### config.mk
export PLATFORM = sky130hd
export DESIGN_NAME = fbus_frame_deframer_unit_flat
export DESIGN_NICKNAME = d
export VERILOG_FILES = /design/src/hw/rtl/fbdf_pkg.sv /design/src/hw/rtl/fbdf_if.sv /design/src/hw/rtl/fbdf_parser.sv /design/src/hw/rtl/fbdf_out_reg.sv /design/src/hw/rtl/fbus_frame_deframer_unit.sv /design/src/flat_wrapper.sv
export SDC_FILE = /design/constraint.sdc
export NUM_CORES = 1
export LEC_CHECK = 0
export BUFFER_PORTS_ARGS = -buffer_cell sky130_fd_sc_hd__buf_4
export CAP_MARGIN = 20
export CORE_MARGIN = 2
export CORE_UTILIZATION = 67
export CTS_BUF_LIST = sky130_fd_sc_hd__clkbuf_4
export CTS_CLUSTER_DIAMETER = 40
export DETAILED_ROUTE_END_ITERATION = 12
export PLACE_DENSITY = 0.86
export SYNTH_ARGS = -nofsm -noshare
export SYNTH_HDL_FRONTEND = slang
export SYNTH_HIERARCHICAL = 1
export SYNTH_SLANG_ARGS = --single-unit
### constraint.sdc
create_clock -name i_clk -period 8.55 [get_ports i_clk]
set_input_delay 0.4275 -clock i_clk [delete_from_list [all_inputs] [get_ports i_clk]]
set_output_delay 0.4275 -clock i_clk [all_outputs]
set_load 0.01 [all_outputs]
### src/hw/rtl/fbdf_pkg.sv
// ----------------------------------------------------------------------------
// fbdf_pkg
// Shared types and constants for the frame deframer: header and command
// codes, parser phase codes and the result beat layout.
// ----------------------------------------------------------------------------
package fbdf_pkg;

    // header bytes and special codes
    localparam logic [7:0] HDR_BYTE0    = 8'h1E;
    localparam logic [7:0] HDR_BYTE1    = 8'h0C;
    localparam logic [7:0] HDR_BYTE2    = 8'h00;
    localparam logic [7:0] CMD_ACK      = 8'h7F;
    localparam logic [7:0] NUL_BYTE     = 8'h00;
    localparam logic [7:0] NUL_SUBST    = 8'h2E;
    localparam logic [7:0] WANTED_RESET = 8'h40;

    // offsets within a frame
    localparam logic [8:0] OFS_CMD   = 9'd3;
    localparam logic [8:0] OFS_LENHI = 9'd4;
    localparam logic [8:0] OFS_LENLO = 9'd5;
    localparam logic [8:0] OFS_BODY  = 9'd6;

    // result kinds
    localparam logic KIND_DATA   = 1'b0;
    localparam logic KIND_REPORT = 1'b1;

    // parser phase codes
    localparam logic [2:0] PH_HUNT0 = 3'd0;
    localparam logic [2:0] PH_HUNT1 = 3'd1;
    localparam logic [2:0] PH_HUNT2 = 3'd2;
    localparam logic [2:0] PH_CMD   = 3'd3;
    localparam logic [2:0] PH_LENHI = 3'd4;
    localparam logic [2:0] PH_LENLO = 3'd5;
    localparam logic [2:0] PH_BODY  = 3'd6;

    typedef struct packed {
        logic       kind;
        logic [7:0] data_byte;
        logic [7:0] frame_command;
        logic [2:0] ack_sequence;
        logic       frame_ok;
        logic       is_wanted;
    } t_result;

endpackage

### src/hw/rtl/fbdf_if.sv
// ----------------------------------------------------------------------------
// fbdf_byte_if / fbdf_result_if
// Valid/ready channels for received bytes and for deframer result beats.
// ----------------------------------------------------------------------------
interface fbdf_byte_if;
    logic       valid;
    logic       ready;
    logic [7:0] rx_byte;

    modport source (output valid, output rx_byte, input ready);
    modport sink   (input valid, input rx_byte, output ready);
endinterface

interface fbdf_result_if;
    logic       valid;
    logic       ready;
    logic       kind;
    logic [7:0] data_byte;
    logic [7:0] frame_command;
    logic [2:0] ack_sequence;
    logic       frame_ok;
    logic       is_wanted;

    modport source (
        output valid, output kind, output data_byte, output frame_command,
        output ack_sequence, output frame_ok, output is_wanted, input ready
    );
    modport sink (
        input valid, input kind, input data_byte, input frame_command,
        input ack_sequence, input frame_ok, input is_wanted, output ready
    );
endinterface

### src/hw/rtl/fbdf_parser.sv
// ----------------------------------------------------------------------------
// fbdf_parser
// Frame state machine: header hunt, command and length capture, payload
// pass-through, checksum folding and the end of frame report.
// ----------------------------------------------------------------------------
module fbdf_parser (
    input  logic               i_clk,
    input  logic               i_rst_n,
    input  logic               i_accept,
    input  logic [7:0]         i_byte,
    input  logic [7:0]         i_wanted_command,
    output logic               o_res_valid,
    output fbdf_pkg::t_result  o_res
);
    import fbdf_pkg::*;

    logic [2:0] r_phase,     n_phase;
    logic [8:0] r_offset,    n_offset;
    logic [7:0] r_length,    n_length;
    logic [7:0] r_command,   n_command;
    logic [7:0] r_even_xor,  n_even_xor;
    logic [7:0] r_odd_xor,   n_odd_xor;
    logic [7:0] r_sequence,  n_sequence;
    logic       r_even_ok,   n_even_ok;

    logic [8:0] data_end;
    logic [8:0] ck_pos;
    logic       frame_ok;

    // frame boundaries from the low length byte
    assign data_end = OFS_BODY + {1'b0, r_length};
    assign ck_pos   = data_end + {8'd0, r_length[0]};
    assign frame_ok = r_even_ok && (r_odd_xor == i_byte);

    // next state and result for the beat
    always_comb begin
        n_phase     = r_phase;
        n_offset    = r_offset;
        n_length    = r_length;
        n_command   = r_command;
        n_even_xor  = r_even_xor;
        n_odd_xor   = r_odd_xor;
        n_sequence  = r_sequence;
        n_even_ok   = r_even_ok;
        o_res_valid = 1'b0;
        o_res       = '0;

        unique case (r_phase)
            PH_HUNT1: begin
                if (i_byte == HDR_BYTE1) begin
                    n_phase = PH_HUNT2;
                end else if (i_byte != HDR_BYTE0) begin
                    n_phase = PH_HUNT0;
                end
            end
            PH_HUNT2: begin
                if (i_byte == HDR_BYTE2) begin
                    n_phase    = PH_CMD;
                    n_offset   = OFS_CMD;
                    n_even_xor = HDR_BYTE0;
                    n_odd_xor  = HDR_BYTE1;
                end else begin
                    n_phase = (i_byte == HDR_BYTE0) ? PH_HUNT1 : PH_HUNT0;
                end
            end
            PH_CMD: begin
                // acknowledge frames are dropped silently
                if (i_byte == CMD_ACK) begin
                    n_phase = PH_HUNT0;
                end else begin
                    n_command = i_byte;
                    n_odd_xor = r_odd_xor ^ i_byte;
                    n_offset  = OFS_LENHI;
                    n_phase   = PH_LENHI;
                end
            end
            PH_LENHI: begin
                n_even_xor = r_even_xor ^ i_byte;
                n_offset   = OFS_LENLO;
                n_phase    = PH_LENLO;
            end
            PH_LENLO: begin
                n_odd_xor  = r_odd_xor ^ i_byte;
                n_length   = i_byte;
                n_sequence = '0;
                n_offset   = OFS_BODY;
                n_phase    = PH_BODY;
            end
            PH_BODY: begin
                if (r_offset < ck_pos) begin
                    // payload and pad bytes fold into the checksums
                    if (r_offset[0]) begin
                        n_odd_xor = r_odd_xor ^ i_byte;
                    end else begin
                        n_even_xor = r_even_xor ^ i_byte;
                    end
                    if (r_offset == data_end - 9'd1) begin
                        n_sequence = i_byte;
                    end else if (r_offset < data_end) begin
                        o_res_valid         = 1'b1;
                        o_res.kind          = KIND_DATA;
                        o_res.data_byte     = (i_byte == NUL_BYTE) ? NUL_SUBST : i_byte;
                        o_res.frame_command = r_command;
                    end
                end else if (r_offset == ck_pos) begin
                    n_even_ok = (r_even_xor == i_byte);
                end else begin
                    // second checksum byte closes the frame
                    o_res_valid         = 1'b1;
                    o_res.kind          = KIND_REPORT;
                    o_res.frame_command = r_command;
                    o_res.ack_sequence  = r_sequence[2:0];
                    o_res.frame_ok      = frame_ok;
                    o_res.is_wanted     = frame_ok && (r_command == i_wanted_command);
                    n_phase             = PH_HUNT0;
                end
                n_offset = r_offset + 9'd1;
            end
            default: begin
                n_phase = (i_byte == HDR_BYTE0) ? PH_HUNT1 : PH_HUNT0;
            end
        endcase
    end

    // state update on each accepted beat
    always_ff @(posedge i_clk) begin
        if (!i_rst_n) begin
            r_phase    <= PH_HUNT0;
            r_offset   <= '0;
            r_length   <= '0;
            r_command  <= '0;
            r_even_xor <= '0;
            r_odd_xor  <= '0;
            r_sequence <= '0;
            r_even_ok  <= 1'b0;
        end else if (i_accept) begin
            r_phase    <= n_phase;
            r_offset   <= n_offset;
            r_length   <= n_length;
            r_command  <= n_command;
            r_even_xor <= n_even_xor;
            r_odd_xor  <= n_odd_xor;
            r_sequence <= n_sequence;
            r_even_ok  <= n_even_ok;
        end
    end

endmodule

### src/hw/rtl/fbdf_out_reg.sv
// ----------------------------------------------------------------------------
// fbdf_out_reg
// Result register: holds one result beat until the consumer takes it and
// reports when it can take another.
// ----------------------------------------------------------------------------
module fbdf_out_reg (
    input  logic               i_clk,
    input  logic               i_rst_n,
    input  logic               i_load,
    input  fbdf_pkg::t_result  i_res,
    input  logic               i_ready,
    output logic               o_valid,
    output logic               o_free,
    output fbdf_pkg::t_result  o_res
);
    import fbdf_pkg::*;

    logic    r_valid;
    t_result r_res;

    // the slot frees up in the cycle it drains
    assign o_free  = !r_valid || i_ready;
    assign o_valid = r_valid;
    assign o_res   = r_res;

    always_ff @(posedge i_clk) begin
        if (!i_rst_n) begin
            r_valid <= 1'b0;
        end else if (o_free) begin
            r_valid <= i_load;
        end
    end

    // payload
    always_ff @(posedge i_clk) begin
        if (o_free && i_load) begin
            r_res <= i_res;
        end
    end

endmodule

### src/hw/rtl/fbus_frame_deframer_unit.sv
// ----------------------------------------------------------------------------
// fbus_frame_deframer_unit
// A result beat is registered and appears in the cycle after its source byte.
// Throughput: one byte per cycle unless the result side stalls; the parser state
// updates in one pass and the result register frees in the cycle it drains.
// Reset: synchronous active low; hunt for the header, wanted command 0x40.
// ----------------------------------------------------------------------------
module fbus_frame_deframer_unit (
    input  logic             i_clk,
    input  logic             i_rst_n,
    input  logic             i_cfg_wr_en,
    input  logic [7:0]       i_cfg_wr_data,
    fbdf_byte_if.sink        i_rx,
    fbdf_result_if.source    o_res
);
    import fbdf_pkg::*;

    logic [7:0] r_wanted;
    logic       accept;
    logic       free;
    logic       res_valid;
    t_result    res;
    t_result    res_q;

    // wanted command register
    always_ff @(posedge i_clk) begin
        if (!i_rst_n) begin
            r_wanted <= WANTED_RESET;
        end else if (i_cfg_wr_en) begin
            r_wanted <= i_cfg_wr_data;
        end
    end

    assign i_rx.ready = free;
    assign accept     = i_rx.valid && free;

    fbdf_parser u_parser (
        .i_clk            (i_clk),
        .i_rst_n          (i_rst_n),
        .i_accept         (accept),
        .i_byte           (i_rx.rx_byte),
        .i_wanted_command (r_wanted),
        .o_res_valid      (res_valid),
        .o_res            (res)
    );

    fbdf_out_reg u_out_reg (
        .i_clk   (i_clk),
        .i_rst_n (i_rst_n),
        .i_load  (accept && res_valid),
        .i_res   (res),
        .i_ready (o_res.ready),
        .o_valid (o_res.valid),
        .o_free  (free),
        .o_res   (res_q)
    );

    // result beat fields
    assign o_res.kind          = res_q.kind;
    assign o_res.data_byte     = res_q.data_byte;
    assign o_res.frame_command = res_q.frame_command;
    assign o_res.ack_sequence  = res_q.ack_sequence;
    assign o_res.frame_ok      = res_q.frame_ok;
    assign o_res.is_wanted     = res_q.is_wanted;

    // checks
    a_report_no_data: assert property (@(posedge i_clk) disable iff (!i_rst_n)
        (o_res.valid && o_res.kind == KIND_REPORT) |-> (o_res.data_byte == NUL_BYTE))
        else $error("report beat carries data");

    a_data_no_status: assert property (@(posedge i_clk) disable iff (!i_rst_n)
        (o_res.valid && o_res.kind == KIND_DATA) |->
            (!o_res.frame_ok && !o_res.is_wanted && o_res.ack_sequence == 3'd0))
        else $error("payload beat carries report status");

    a_wanted_needs_ok: assert property (@(posedge i_clk) disable iff (!i_rst_n)
        (o_res.valid && o_res.is_wanted) |-> o_res.frame_ok)
        else $error("wanted flag without checksum match");

    a_no_accept_when_full: assert property (@(posedge i_clk) disable iff (!i_rst_n)
        (o_res.valid && !o_res.ready) |-> !i_rx.ready)
        else $error("byte accepted while result stalled");

endmodule

### src/flat_wrapper.sv
// flat-port wrapper written by rule: the top's interface ports become plain ports
module fbus_frame_deframer_unit_flat import fbdf_pkg::*;
  (i_clk, i_rst_n, i_cfg_wr_en, i_cfg_wr_data, i_rx_valid, i_rx_rx_byte, i_rx_ready, o_res_valid, o_res_kind, o_res_data_byte, o_res_frame_command, o_res_ack_sequence, o_res_frame_ok, o_res_is_wanted, o_res_ready);
  fbdf_byte_if i_rx_i ();
  fbdf_result_if o_res_i ();
  input  logic i_clk;
  input  logic i_rst_n;
  input  logic i_cfg_wr_en;
  input  logic [7:0] i_cfg_wr_data;
  input wire logic [$bits(i_rx_i.valid)-1:0] i_rx_valid;
  input wire logic [$bits(i_rx_i.rx_byte)-1:0] i_rx_rx_byte;
  output wire logic [$bits(i_rx_i.ready)-1:0] i_rx_ready;
  output wire logic [$bits(o_res_i.valid)-1:0] o_res_valid;
  output wire logic [$bits(o_res_i.kind)-1:0] o_res_kind;
  output wire logic [$bits(o_res_i.data_byte)-1:0] o_res_data_byte;
  output wire logic [$bits(o_res_i.frame_command)-1:0] o_res_frame_command;
  output wire logic [$bits(o_res_i.ack_sequence)-1:0] o_res_ack_sequence;
  output wire logic [$bits(o_res_i.frame_ok)-1:0] o_res_frame_ok;
  output wire logic [$bits(o_res_i.is_wanted)-1:0] o_res_is_wanted;
  input wire logic [$bits(o_res_i.ready)-1:0] o_res_ready;
  assign i_rx_i.valid = i_rx_valid;
  assign i_rx_i.rx_byte = i_rx_rx_byte;
  assign i_rx_ready = i_rx_i.ready;
  assign o_res_valid = o_res_i.valid;
  assign o_res_kind = o_res_i.kind;
  assign o_res_data_byte = o_res_i.data_byte;
  assign o_res_frame_command = o_res_i.frame_command;
  assign o_res_ack_sequence = o_res_i.ack_sequence;
  assign o_res_frame_ok = o_res_i.frame_ok;
  assign o_res_is_wanted = o_res_i.is_wanted;
  assign o_res_i.ready = o_res_ready;
  fbus_frame_deframer_unit u_core (.i_clk(i_clk), .i_rst_n(i_rst_n), .i_cfg_wr_en(i_cfg_wr_en), .i_cfg_wr_data(i_cfg_wr_data), .i_rx(i_rx_i), .o_res(o_res_i));
endmodule
==> run_results.csv <==
group,metric,value,unit
yosys,compound_gate_portion_of_the_synthesized_area,17.9,%
global_route,grt_max_degree,35,
global_route,grt_antenna_before_repair,0,
yosys,synth_top_cells_by_area,"sky130_fd_sc_hd__dfxtp_1 23%, sky130_fd_sc_hd__edfxtp_1 13%, sky130_fd_sc_hd__ha_1 5.5%",
yosys,muxShareOfSynthArea,3.00,%
status,outcome,"complete, no violations",
die,die_y,90.4,um
detailed_routing,vias,4243,
global_route,grt_first_pass_wirelength,19400,um
yosys,yosysWarnings,6,
timing,timing.final.hold_violations,0,
placement,dp_hpwl,8440,um
yosys,postSynth.asyncResetShare,0,%
yosys,synth-seq-cells,79,
pwr,power-per-cell-area,122,nW/um2
critical_path,critical_path_arrival,5.11,ns
die,floorplan.io_pins,45,
placement,portBuffers,44,
yosys,yosysTopAreaCellShare,22.8,%
yosys,netlist-cell-type-count,79,
detailed_routing,ant_nets,0,
timing,slew_headroom,32.6,%
layout,post_layout_net_count,605,
cts,numClockSinks,79,
detailed_routing,routed_wire_length_per_instance,17.6,um
cts,cts_repair_resize_count,0,
detailed_routing,detailedRoute.firstIterationViolations,508,
timing,worstMarginPinSlew,1.01,ns
yosys,synth_flop_cell,"sky130_fd_sc_hd__dfxtp_1",
timing,layout_min_cycle_time,4.99,ns
cts,cts_made_buffers,9,
critical_path,crit_path_max_fanout,22,
layout,final_cell_count_no_fill,666,
min_path,min_path_type,"input port to flip-flop",
cts,cts_hold_buf,0,
global_route,grt_pass1_vias,3948,
timing,fin_tns_setup,0,ns
layout,layout-drive-gt1-share,15.0,%
die,die_x,90.4,um
timing,achievable_clock_frequency,201,MHz
critical_path,timing.setup.critical_path_class,"flip-flop to flip-flop",
layout,synthToLayoutAreaGrowth,7.51,%
layout,insertedDiodeCount,0,
timing,report.final.slew_viol_count,0,
detailed_routing,finalWirelength,11700,um
cts,cts_tree,"done",
placement,place_congestion,0.925,
critical_path,cp-start-kind,"flip-flop",
pwr,total_leakage_power,2.06,nW
die,floorplan.core_area,7250,um2
yosys,synth_area_per_cell,9.22,um2
detailed_routing,drt_pass1_iterations,6,
critical_path,crit_path_end_kind,"flip-flop",
global_route,grt_overflow_total,0,
cts,clock_latency,0.44,ns
yosys,synthCells,542,
yosys,yosys.area_share.simple,21.5,%
cts,cts.path.max_buffers,2,
pwr,irDropWorstVdd,78.0,uV
cts,clk_root_buffer_cell,"sky130_fd_sc_hd__clkbuf_4",
yosys,mappedNetlistNets,585,
timing,setup-violations-final,0,
yosys,synth_top_cells_by_count,"57 x sky130_fd_sc_hd__dfxtp_1, 48 x sky130_fd_sc_hd__nand2_1, 42 x sky130_fd_sc_hd__nor2_1",
yosys,synth.yosys.seq_area_share,36.0,%
placement,numPlacedInstances,650,
cts,cts.htree.levels,3,
die,number_of_core_rows,31,
detailed_routing,avgViaCountPerCell,6.37,
yosys,synth_edf_count,22,
die,floorplan.initialDensity,68.9,%
detailed_routing,drt_drc_violations_left,0,
cts,cts.clk_slew.worst_paths,0.13,ns
timing,rsz0062_at_grt,"no",
cts,postCtsSetupBuffers,0,
yosys,synth_largest_area_cell,"sky130_fd_sc_hd__dfxtp_1",
yosys,synth_area_in_xor_xnor,10.0,%
timing,worst_clock_skew,0.0162,ns
die,fp.dieArea,8170,um2
yosys,syn_area,5000,um2
critical_path,critical_path_required,8.67,ns
job,timing.max_cap.violations,0,
global_route,gr-usage-all-layers,29.3,%
yosys,largest_family_of_logic_cells_by_synthesized_area,"simple AND/OR/NAND/NOR gates",
timing,post-route-period-util,58.3,%
yosys,synth_adder_area_share,5.71,%
yosys,synth_most_common_cell,"sky130_fd_sc_hd__dfxtp_1",
power breakdown:
| group | leakage (nW) | switching, mW | internal [mW] |
|---|---|---|---|
| Clock | 0.0786 | 0.133 | 0.0940 |
| Sequential | 0.655 | 0.00269 | 0.385 |
| Combinational | 1.32 | 0.0247 | 0.0156 |
final timing paths:
| check | startpoint | end | slack [ns] | cells past startpoint |
|---|---|---|---|---|
| hold / removal | i_cfg_wr_data[6] | u_core/r_wanted[6] | 0.20 | 3 |
| setup / recovery | u_core/u_parser/r_length[1] | u_core/u_out_reg/o_res[4] | 3.56 | 16 |
| setup reg to reg | u_core/u_parser/r_length[1] | u_core/u_out_reg/o_res[4] | 3.56 | 16 |
| hold reg to reg | u_core/u_parser/r_even_xor[6] | u_core/u_parser/r_even_xor[6] | 0.49 | 2 |
area by class of cell:
type	count	area, um2
Multi-Input combinational cell	410	2910
Fill cell	556	1880
Sequential cell	79	1800
Timing Repair Buffer	44	330
Tap cell	99	124
Clock buffer	10	75.1
Clock inverter	6	68.8
Inverter	18	67.6
sequential cells by signal, indices dropped and copies added, names as in the netlist:
signal / count
u_core/u_parser/r_even_xor: 8
u_core/u_parser/r_phase: 3
u_core/u_parser/r_command: 8
u_core/u_parser/r_length: 8
u_core/u_parser/r_offset: 9
u_core/u_parser/r_even_ok: 1
u_core/u_out_reg/o_valid: 1
u_core/u_parser/r_sequence: 3
u_core/u_out_reg/o_res: 22
u_core/u_parser/r_odd_xor: 8
u_core/r_wanted: 8
cell usage in the layout (no fill, tap or decap), drive strengths merged, types with 3 or more instances in the layout:
cell     n
dfxtp   57
nand2   48
buf     44
nor2    43
a21oi   37
xnor2   26
o21ai   25
edfxtp  22
ha      22
xor2    20
inv     19
mux2i   15
nor3    15
o21a    14
nor4    13
nor2b   11
clkbuf  10
and2    10
nand4    9
and3     8
nand3    8
o211ai   8
nand2b   6
nand3b   5
or3      5
a311oi   5
o31ai    5
or2      5
nand4b   4
clkinv   4
a22o     4
xnor3    3
and4     3
o41ai    3
per-layer routing:
metal  part of all wire, %  track usage [%]  vias to the layer above
met5                     0                0                        -
li1                      -                -                     2002
met2                    46             44.9                      194
met4                   1.9             9.36                        0
met1                    45             41.7                     2019
met3                   7.7             6.01                       28
worst max-delay path, cell delays in order (launching register included):
cell	delay, ns
sky130_fd_sc_hd__dfxtp_1	0.50
sky130_fd_sc_hd__inv_1	0.14
sky130_fd_sc_hd__ha_1	0.30
sky130_fd_sc_hd__nand3b_1	0.26
sky130_fd_sc_hd__xor2_1	0.42
sky130_fd_sc_hd__nor3_1	0.16
sky130_fd_sc_hd__xor2_1	0.17
sky130_fd_sc_hd__ha_1	0.25
sky130_fd_sc_hd__nor4_1	0.18
sky130_fd_sc_hd__o21ai_0	0.14
sky130_fd_sc_hd__a211o_1	0.32
sky130_fd_sc_hd__o21ai_0	0.18
sky130_fd_sc_hd__nand3_1	0.21
sky130_fd_sc_hd__nor3_2	0.74
sky130_fd_sc_hd__or2_1	0.21
sky130_fd_sc_hd__and3_1	0.18
sky130_fd_sc_hd__and2_4	0.32
per-stage QoR:
stage / utilization, % / total power, mW / setup slack (ns) / hold slack [ns] / area [um2]
2_1_floorplan: - / 0.423 / 4.61 / 0.440 / 5000
3_3_place_gp: 72.1 / 0.434 / 3.94 / 0.455 / 5230
3_5_place_dp: 72.1 / 0.435 / 3.68 / 0.472 / 5230
4_1_cts: 74.1 / 0.659 / 3.65 / 0.187 / 5370
5_1_grt: 74.1 / 0.675 / 3.19 / 0.214 / 5370
6_report: 74.1 / 0.655 / 3.56 / 0.199 / 5370
kinds of logic after synthesis:
group | after synthesis
simple gates | 198
compound gates | 124
flops | 79
buf+inv | 53
xor+xnor | 50
fa+ha+maj | 23
mux | 15
Note: power is estimated with default switching activity, not from simulation.
